**src/hdl/apsc_pkg.sv**
```systemverilog
`timescale 1ns / 1ps
`default_nettype none

package apsc_pkg;

   // Tick width of the step timer; the sample time port is always 32 bits.
   localparam int TICK_BITS_DEFAULT = 32;

   // Entries in the queue between the classifier and the step machine.
   localparam int QUEUE_DEPTH = 4;
   localparam int QUEUE_PTR_BITS = $clog2(QUEUE_DEPTH);
   localparam int QUEUE_COUNT_BITS = $clog2(QUEUE_DEPTH + 1);

   // Register reset values.
   localparam logic [15:0] GRAVITY_LEVEL_RESET = 16'd16384;
   localparam logic [15:0] RISE_THRESHOLD_RESET = 16'd2000;
   localparam logic [31:0] MIN_INTERVAL_RESET = 32'd300;

   // Register indexes on the csr port.
   localparam int CSR_INDEX_BITS = 2;
   localparam logic [CSR_INDEX_BITS-1:0] CSR_GRAVITY_LEVEL = 2'd0;
   localparam logic [CSR_INDEX_BITS-1:0] CSR_RISE_THRESHOLD = 2'd1;
   localparam logic [CSR_INDEX_BITS-1:0] CSR_MIN_INTERVAL = 2'd2;

   // Request modes.
   localparam logic MODE_SAMPLE = 1'b0;
   localparam logic MODE_CLEAR = 1'b1;

   typedef struct packed {
      logic [15:0] gravity_level;
      logic [15:0] rise_threshold;
      logic [31:0] min_interval;
   } cfg_type;

   // One classified request as it waits for the step machine.
   typedef struct packed {
      logic        clear;
      logic        above;
      logic        below;
      logic [31:0] sample_time;
   } work_type;

endpackage

`default_nettype wire

```
**src/hdl/apsc_front.sv**
```systemverilog
`timescale 1ns / 1ps
`default_nettype none

module apsc_front (
   input  wire logic                clock,
   input  wire logic                reset,
   input  wire logic                accept,
   input  wire logic                req_mode,
   input  wire logic signed [15:0]  req_accel_x,
   input  wire logic signed [15:0]  req_accel_y,
   input  wire logic signed [15:0]  req_accel_z,
   input  wire logic [31:0]         req_sample_time,
   input  wire apsc_pkg::cfg_type   cfg,
   output logic                     work_valid,
   output apsc_pkg::work_type       work
);
   import apsc_pkg::*;

   logic signed [31:0] prod_x;
   logic signed [31:0] prod_y;
   logic signed [31:0] prod_z;
   logic [16:0]        hi_level;

   // Stage one: squares of the three axes and of both thresholds.
   logic [30:0] sq_x_ff, sq_x_in;
   logic [30:0] sq_y_ff, sq_y_in;
   logic [30:0] sq_z_ff, sq_z_in;
   logic        s1_valid_ff, s1_valid_in;
   logic        s1_mode_ff;
   logic [31:0] s1_time_ff;
   logic [33:0] hi_sq_ff, hi_sq_in;
   logic [31:0] lo_sq_ff, lo_sq_in;

   // Stage two: classified request.
   logic [31:0] mag_sq;
   logic        work_valid_ff, work_valid_in;
   work_type    work_ff, work_in;

   always_comb begin
      prod_x = req_accel_x * req_accel_x;
      prod_y = req_accel_y * req_accel_y;
      prod_z = req_accel_z * req_accel_z;
      sq_x_in = prod_x[30:0];
      sq_y_in = prod_y[30:0];
      sq_z_in = prod_z[30:0];
      s1_valid_in = accept;
      hi_level = 17'(cfg.gravity_level) + 17'(cfg.rise_threshold);
      hi_sq_in = 34'(hi_level) * 34'(hi_level);
      lo_sq_in = 32'(cfg.gravity_level) * 32'(cfg.gravity_level);
   end

   always_comb begin
      // Three squares of at most 2^30 each fit in 32 bits.
      mag_sq = 32'(sq_x_ff) + 32'(sq_y_ff) + 32'(sq_z_ff);
      work_valid_in = s1_valid_ff;
      work_in.clear = (s1_mode_ff == MODE_CLEAR);
      work_in.above = (34'(mag_sq) > hi_sq_ff);
      work_in.below = (mag_sq < lo_sq_ff);
      work_in.sample_time = s1_time_ff;
   end

   always_ff @(posedge clock) begin
      if (reset) begin
         s1_valid_ff <= 1'b0;
         work_valid_ff <= 1'b0;
      end else begin
         s1_valid_ff <= s1_valid_in;
         work_valid_ff <= work_valid_in;
      end
      sq_x_ff <= sq_x_in;
      sq_y_ff <= sq_y_in;
      sq_z_ff <= sq_z_in;
      s1_mode_ff <= req_mode;
      s1_time_ff <= req_sample_time;
      hi_sq_ff <= hi_sq_in;
      lo_sq_ff <= lo_sq_in;
      work_ff <= work_in;
   end

   assign work_valid = work_valid_ff;
   assign work = work_ff;

endmodule

`default_nettype wire

```
**src/hdl/apsc_queue.sv**
```systemverilog
`timescale 1ns / 1ps
`default_nettype none

module apsc_queue (
   input  wire logic               clock,
   input  wire logic               reset,
   input  wire logic               push,
   input  wire apsc_pkg::work_type push_work,
   input  wire logic               pop,
   output logic                    head_valid,
   output apsc_pkg::work_type      head_work
);
   import apsc_pkg::*;

   work_type                    slot_ff [QUEUE_DEPTH];
   logic [QUEUE_PTR_BITS-1:0]   wr_ptr_ff, wr_ptr_in;
   logic [QUEUE_PTR_BITS-1:0]   rd_ptr_ff, rd_ptr_in;
   logic [QUEUE_COUNT_BITS-1:0] count_ff, count_in;

   function automatic logic [QUEUE_PTR_BITS-1:0] next_ptr(
      input logic [QUEUE_PTR_BITS-1:0] ptr
   );
      if (ptr == QUEUE_PTR_BITS'(QUEUE_DEPTH - 1)) begin
         return '0;
      end
      return ptr + 1'b1;
   endfunction

   // The upstream credit count keeps pushes from ever meeting a full queue.
   always_comb begin
      wr_ptr_in = push ? next_ptr(wr_ptr_ff) : wr_ptr_ff;
      rd_ptr_in = pop ? next_ptr(rd_ptr_ff) : rd_ptr_ff;
      count_in = count_ff + QUEUE_COUNT_BITS'(push) - QUEUE_COUNT_BITS'(pop);
   end

   always_ff @(posedge clock) begin
      if (reset) begin
         wr_ptr_ff <= '0;
         rd_ptr_ff <= '0;
         count_ff <= '0;
      end else begin
         wr_ptr_ff <= wr_ptr_in;
         rd_ptr_ff <= rd_ptr_in;
         count_ff <= count_in;
      end
      if (push) begin
         slot_ff[wr_ptr_ff] <= push_work;
      end
   end

   assign head_valid = (count_ff != '0);
   assign head_work = slot_ff[rd_ptr_ff];

endmodule

`default_nettype wire

```
**src/hdl/apsc_back.sv**
```systemverilog
`timescale 1ns / 1ps
`default_nettype none

module apsc_back #(
   parameter int TICK_BITS = apsc_pkg::TICK_BITS_DEFAULT
) (
   input  wire logic               clock,
   input  wire logic               reset,
   input  wire logic               head_valid,
   input  wire apsc_pkg::work_type head_work,
   output logic                    pop,
   input  wire apsc_pkg::cfg_type  cfg,
   output logic                    rsp_valid,
   input  wire logic               rsp_stall,
   output logic [31:0]             rsp_steps_total,
   output logic                    rsp_step_seen,
   output logic                    rsp_armed
);
   import apsc_pkg::*;

   localparam int WIDE_BITS = TICK_BITS + 32;

   typedef enum logic {
      PHASE_PEAK,
      PHASE_TROUGH
   } phase_type;

   phase_type              phase_ff, phase_in;
   logic [TICK_BITS-1:0]   last_ff, last_in;
   logic [31:0]            total_ff, total_in;
   logic                   rsp_valid_ff, rsp_valid_in;
   logic [31:0]            rsp_total_ff;
   logic                   rsp_seen_ff, rsp_seen_in;
   logic                   rsp_armed_ff;

   logic [WIDE_BITS-1:0]   time_wide;
   logic [TICK_BITS-1:0]   now;
   logic [TICK_BITS-1:0]   gap;
   logic                   gap_ok;

   always_comb begin
      pop = head_valid && (!rsp_valid_ff || !rsp_stall);

      time_wide = WIDE_BITS'(head_work.sample_time);
      now = time_wide[TICK_BITS-1:0];
      gap = now - last_ff;
      gap_ok = WIDE_BITS'(gap) > WIDE_BITS'(cfg.min_interval);

      phase_in = phase_ff;
      last_in = last_ff;
      total_in = total_ff;
      rsp_seen_in = 1'b0;
      if (head_work.clear) begin
         total_in = '0;
      end else begin
         unique case (phase_ff)
            PHASE_PEAK: begin
               if (head_work.above) begin
                  phase_in = PHASE_TROUGH;
               end
            end
            PHASE_TROUGH: begin
               if (head_work.below) begin
                  phase_in = PHASE_PEAK;
                  if (gap_ok) begin
                     total_in = total_ff + 32'd1;
                     last_in = now;
                     rsp_seen_in = 1'b1;
                  end
               end
            end
            default: begin
               phase_in = PHASE_PEAK;
            end
         endcase
      end

      if (pop) begin
         rsp_valid_in = 1'b1;
      end else if (!rsp_stall) begin
         rsp_valid_in = 1'b0;
      end else begin
         rsp_valid_in = rsp_valid_ff;
      end
   end

   always_ff @(posedge clock) begin
      if (reset) begin
         phase_ff <= PHASE_PEAK;
         last_ff <= '0;
         total_ff <= '0;
         rsp_valid_ff <= 1'b0;
      end else begin
         rsp_valid_ff <= rsp_valid_in;
         if (pop) begin
            phase_ff <= phase_in;
            last_ff <= last_in;
            total_ff <= total_in;
         end
      end
      if (pop) begin
         rsp_total_ff <= total_in;
         rsp_seen_ff <= rsp_seen_in;
         rsp_armed_ff <= (phase_in == PHASE_TROUGH);
      end
   end

   assign rsp_valid = rsp_valid_ff;
   assign rsp_steps_total = rsp_total_ff;
   assign rsp_step_seen = rsp_seen_ff;
   assign rsp_armed = rsp_armed_ff;

endmodule

`default_nettype wire

```
**src/hdl/accel_peak_trough_step_counter_unit.sv**
```systemverilog
`timescale 1ns / 1ps
`default_nettype none

// Channel   Direction  Handshake            Payload
// req       in         req_valid/req_stall  mode, accel_x/y/z, sample_time
// rsp       out        rsp_valid/rsp_stall  steps_total, step_seen, armed
// csr       in         csr_write            csr_index, csr_wdata (no read-back)
//
// One request is taken per cycle while req_stall is low, and each request
// yields exactly one response. A request passes through the squares register,
// the threshold compare register and the work queue; the step machine then
// updates its state and loads the response register when it takes the request,
// which waits while the response register is held by rsp_stall.
// Reset is synchronous and restores the register defaults and the idle state.
// req_stall rises only when the queue and classifier hold four requests that
// the step machine has not yet taken, which happens only under rsp_stall.

module accel_peak_trough_step_counter_unit #(
   parameter int TICK_BITS = apsc_pkg::TICK_BITS_DEFAULT
) (
   input  wire logic                                  clock,
   input  wire logic                                  reset,
   input  wire logic                                  req_valid,
   output logic                                       req_stall,
   input  wire logic                                  req_mode,
   input  wire logic signed [15:0]                    req_accel_x,
   input  wire logic signed [15:0]                    req_accel_y,
   input  wire logic signed [15:0]                    req_accel_z,
   input  wire logic [31:0]                           req_sample_time,
   output logic                                       rsp_valid,
   input  wire logic                                  rsp_stall,
   output logic [31:0]                                rsp_steps_total,
   output logic                                       rsp_step_seen,
   output logic                                       rsp_armed,
   input  wire logic                                  csr_write,
   input  wire logic [apsc_pkg::CSR_INDEX_BITS-1:0]   csr_index,
   input  wire logic [31:0]                           csr_wdata
);
   import apsc_pkg::*;

   // Configuration registers. Writes to unused indexes are dropped.
   cfg_type cfg_ff, cfg_in;

   // Requests accepted but not yet taken from the queue by the step machine.
   // Bounding this by the queue depth keeps the queue from overflowing while
   // the classifier itself never stalls.
   logic [QUEUE_COUNT_BITS-1:0] inflight_ff, inflight_in;

   logic     accept;
   logic     work_valid;
   work_type work;
   logic     head_valid;
   work_type head_work;
   logic     pop;

   always_comb begin
      cfg_in = cfg_ff;
      if (csr_write) begin
         unique case (csr_index)
            CSR_GRAVITY_LEVEL:  cfg_in.gravity_level = csr_wdata[15:0];
            CSR_RISE_THRESHOLD: cfg_in.rise_threshold = csr_wdata[15:0];
            CSR_MIN_INTERVAL:   cfg_in.min_interval = csr_wdata;
            default:            cfg_in = cfg_ff;
         endcase
      end
   end

   assign req_stall = (inflight_ff == QUEUE_COUNT_BITS'(QUEUE_DEPTH));
   assign accept = req_valid && !req_stall;

   always_comb begin
      inflight_in = inflight_ff + QUEUE_COUNT_BITS'(accept) - QUEUE_COUNT_BITS'(pop);
   end

   always_ff @(posedge clock) begin
      if (reset) begin
         cfg_ff.gravity_level <= GRAVITY_LEVEL_RESET;
         cfg_ff.rise_threshold <= RISE_THRESHOLD_RESET;
         cfg_ff.min_interval <= MIN_INTERVAL_RESET;
         inflight_ff <= '0;
      end else begin
         cfg_ff <= cfg_in;
         inflight_ff <= inflight_in;
      end
   end

   // The classifier squares the axes and compares the squared magnitude with
   // the squared thresholds, so no square root is ever taken.
   apsc_front u_front (
      .clock           (clock),
      .reset           (reset),
      .accept          (accept),
      .req_mode        (req_mode),
      .req_accel_x     (req_accel_x),
      .req_accel_y     (req_accel_y),
      .req_accel_z     (req_accel_z),
      .req_sample_time (req_sample_time),
      .cfg             (cfg_ff),
      .work_valid      (work_valid),
      .work            (work)
   );

   apsc_queue u_queue (
      .clock      (clock),
      .reset      (reset),
      .push       (work_valid),
      .push_work  (work),
      .pop        (pop),
      .head_valid (head_valid),
      .head_work  (head_work)
   );

   // The step machine holds the phase, the last step tick and the count, and
   // owns the response register.
   apsc_back #(
      .TICK_BITS (TICK_BITS)
   ) u_back (
      .clock           (clock),
      .reset           (reset),
      .head_valid      (head_valid),
      .head_work       (head_work),
      .pop             (pop),
      .cfg             (cfg_ff),
      .rsp_valid       (rsp_valid),
      .rsp_stall       (rsp_stall),
      .rsp_steps_total (rsp_steps_total),
      .rsp_step_seen   (rsp_step_seen),
      .rsp_armed       (rsp_armed)
   );

endmodule

`default_nettype wire

```
**config.mk**
```make
export PLATFORM = sky130hd
export DESIGN_NAME = accel_peak_trough_step_counter_unit
export DESIGN_NICKNAME = d
export VERILOG_FILES = /design/src/hdl/apsc_pkg.sv /design/src/hdl/apsc_front.sv /design/src/hdl/apsc_queue.sv /design/src/hdl/apsc_back.sv /design/src/hdl/accel_peak_trough_step_counter_unit.sv
export SDC_FILE = /design/constraint.sdc
export NUM_CORES = 2
export LEC_CHECK = 0
export ABC_CLOCK_PERIOD_IN_PS = 8500
export BUFFER_PORTS_ARGS = -buffer_cell sky130_fd_sc_hd__buf_2
export CAP_MARGIN = 20
export CORE_ASPECT_RATIO = 0.6
export CORE_MARGIN = 8
export CORE_UTILIZATION = 59
export DETAILED_ROUTE_END_ITERATION = 8
export PLACE_DENSITY = 0.79
export SLEW_MARGIN = 10
export SYNTH_ARGS = -nofsm -noshare
export SYNTH_HDL_FRONTEND = slang
export SYNTH_SLANG_ARGS = --single-unit
```
**constraint.sdc**
```tcl
create_clock -name clock -period 8.5 [get_ports clock]
set_input_delay 1.275 -clock clock [delete_from_list [all_inputs] [get_ports clock]]
set_output_delay 1.275 -clock clock [all_outputs]
set_load 0.1 [all_outputs]
```
==> results.sh <==
export IMPL_status="finished, final reports clean"
export IMPL_tightest_slew_ns=1.12
export IMPL_ys_warn_count=0
export IMPL_grtUsageTotal_pct=25.5
export IMPL_numCtsBuffers=52
export IMPL_drt_first_pass_iters=6
export IMPL_wl_um=150000
export IMPL_ys_ff_latch=540
export IMPL_drive_above_1_share_pct=6.28
export IMPL_ys_seq_area_share_pct=19.6
export IMPL_fin_cells=8145
export IMPL_netlist_area_sq_um=64100
export IMPL_syn_inst=6560
export IMPL_tns_ns=0
export IMPL_mostFrequentLayoutCell="inv_1"
export IMPL_cts_buffer_depth=3
export IMPL_hold_viol=0
export IMPL_clock_sinks=540
export IMPL_slew_headroom_pct=24.6
export IMPL_endpoint="u_front.hi_sq_ff[33]$_DFF_P_"
export IMPL_reg2reg_depth=31
export IMPL_crit_cells=31
export IMPL_top_usage_layer="met1"
export IMPL_path_clk_slew_ns=0.08
export IMPL_synth_edf_count=174
export IMPL_root_buffer="clkbuf_16"
export IMPL_r2r_slack_ns=0.25
export IMPL_port_buffer_count=155
export IMPL_fp_dieH_um=271
export IMPL_yosysTopAreaCell="fa_1"
export IMPL_final_util_pct=63.7
export IMPL_globalRouteOverflowTotal=0
export IMPL_fmax_ghz=0.121
export IMPL_min_path_cells=0
export IMPL_synthArstFlopShare_pct=0
export IMPL_grt_pass1_wl_um=247000
export IMPL_cp_slowest_cell="fa_1"
export IMPL_critPathTopFamily="adder cells"
export IMPL_worstReg2RegStart="cfg_ff[32]$_SDFFE_PP0P_"
export IMPL_antenna_found_initial=8
export IMPL_cts_tree="yes"
export IMPL_area_delta_synth_final_pct=6.92
export IMPL_die_w_um=442
export IMPL_worstSkewPairLatency_ns=0.62
export IMPL_use_met3_pct=8.23
export IMPL_grt_max_degree=93
export IMPL_fillers=8603
export IMPL_core_area_sq_um=108000
export IMPL_critPathMaxStageDelay_ns=0.55
export IMPL_gp_congestion=0.932
export IMPL_postRouteAntennaNets=0
export IMPL_ys_top_cells_by_area="fa_1, ha_1, dfxtp_1"
export IMPL_crit_top_cell="fa_1"
export IMPL_first_iter_violations=3279
export IMPL_use_met1_pct=38.1
export IMPL_dieArea_sq_um=120000
export IMPL_post_drt_wl_per_cell_um=18.4
export IMPL_start_kind="flip-flop"
export IMPL_arrival_ns=8.78
export IMPL_ys_flop_type="dfxtp_1"
export IMPL_num_nets_final=8510
export IMPL_critPathLaunch="cfg_ff[32]$_SDFFE_PP0P_"
export IMPL_viasPerCell=5.43
export IMPL_path_buf_inv=5
export IMPL_drc=0
export IMPL_avgSynthCellArea_sq_um=9.77
export IMPL_final_max_slew_violation_count=0
export IMPL_cp_end_kind="flip-flop"
export IMPL_start_util_pct=59.6
export IMPL_synth_top_cell_area_share_pct=34.0
export IMPL_fin_crit_sh_pct=97.1
export IMPL_hpwlAfterDp_um=125000
export IMPL_first_global_vias=47000
export IMPL_pin_count=156
export IMPL_grtUsageMet2_pct=37.1
export IMPL_dp_cells=8036
export IMPL_cp_required_ns=9.03
export IMPL_htreeDepth=2
export IMPL_hold_ws_ns=0.326
export IMPL_maxCapViolations=0
export IMPL_skew_ns=0.0299
export IMPL_hold_class="reg2reg"
export IMPL_synth_cell_types=89
export IMPL_vias=44300
export IMPL_finalSetupViolCount=0
export IMPL_rows=93
export IMPL_worstPathMaxFanout=7
export IMPL_worstSetupPathType="reg2reg"
export IMPL_fin_crit_ns=8.25
export IMPL_most_common_layout_cells="inv_1, fa_1, ha_1, nand2_1, dfxtp_1"
export IMPL_regToRegEndpoint="u_front.hi_sq_ff[33]$_DFF_P_"
## per-stage QoR
stage	setup slack [ns]	cell area, sq um
final	0.247	68500
after global placement	0.238	66500
after floorplan	0.599	64100
after CTS	0.0237	68400
after detailed placement	0.105	66500
after global routing	-0.0679	68500
## cell families (layout without fill, tap and decap cells)
family	after synthesis	count (layout)	share of synthesized area (%)
other	2	7	0.0117
xor gates and xnor gates	296	296	4.06
DFF	540	540	19.6
adders and majority gates	1718	1718	46.3
and+or+nand+nor	1432	1432	10.5
muxes	76	76	1.86
buffers and inverters	1761	1916	10.3
AOI/OAI and AO/OA	735	735	7.32
## worst min-delay path by stage
stage	startpoint	to	slack [ns]
floorplan	u_front.s1_time_ff[0]$_DFF_P_	u_front.work[0]$_DFF_P_	0.31
global placement	u_front.s1_time_ff[14]$_DFF_P_	u_front.work[14]$_DFF_P_	0.31
detailed placement	u_front.s1_time_ff[30]$_DFF_P_	u_front.work[30]$_DFF_P_	0.31
CTS	u_front.s1_time_ff[30]$_DFF_P_	u_front.work[30]$_DFF_P_	0.32
global route	u_front.s1_time_ff[30]$_DFF_P_	u_front.work[30]$_DFF_P_	0.33
finish	u_front.s1_time_ff[30]$_DFF_P_	u_front.work[30]$_DFF_P_	0.33
## state kept, by name, summed over array words and instances (netlist names), 2 cells and up, named ones only
register,count
u_front.hi_sq_ff,33
u_front.s1_time_ff,32
u_back.rsp_steps_total,32
u_front.lo_sq_ff,31
u_front.work,35
u_queue.slot_ff,140
u_queue.rd_ptr_ff,2
inflight_ff,3
u_front.sq_y_ff,30
u_queue.count_ff,3
u_queue.wr_ptr_ff,2
u_back.last_ff,32
u_back.total_ff,32
u_front.sq_x_ff,30
u_front.sq_z_ff,30
cfg_ff,64
## area by class of cell
cell class	instances	area [sq um]	area share, %
antenna	4	10.0	0.0146
sequential	540	12600	18.3
tap	1425	1780	2.60
inverter	1598	6000	8.75
multi-input combinational	4260	45000	65.7
timing repair buffer	220	1290	1.89
clock buffer	66	1460	2.13
clock inverter	32	409	0.597
## Yosys cell counts (all sizes together), types with 31 or more instances
master / instances
inv: 1596
fa: 1088
ha: 630
nand2: 578
dfxtp: 366
nor2: 310
a21oi: 272
and2: 211
xnor2: 203
edfxtp: 174
clkbuf: 147
a21o: 136
o21ai: 109
xor2: 93
nor3: 50
and3: 49
nand2b: 41
o21bai: 39
nor2b: 38
mux2i: 37
mux4: 34
nand3: 34
nand4: 34
a31oi: 31
## layer usage
layer,vias to the layer above,wire [um]
met5,-,112
met4,8,1720
met3,149,16600
met2,1594,63300
met1,22000,68500
li1,20500,-
## worst reg2reg max path: cells and delay by family (launching register included)
family	cells	cell delay, ns
buffers and inverters	5	0.52
xor gates and xnor gates	3	0.43
adders and majority gates	9	3.98
DFF	1	0.32
and+or+nand+nor	5	0.87
AOI/OAI and AO/OA	9	2.02
## what timing repair did
| item | in CTS | in global routing |
|---|---|---|
| gates resized for setup | 0 | 22 |
| endpoints found under the setup margin | 0 | 7 |
| hold buffers | 0 | 0 |
| buffers inserted | 0 | 4 |
Power is left out: the tool's default activity adds up to more than one toggle a clock period on the data nets, which glitch-free logic cannot reach.
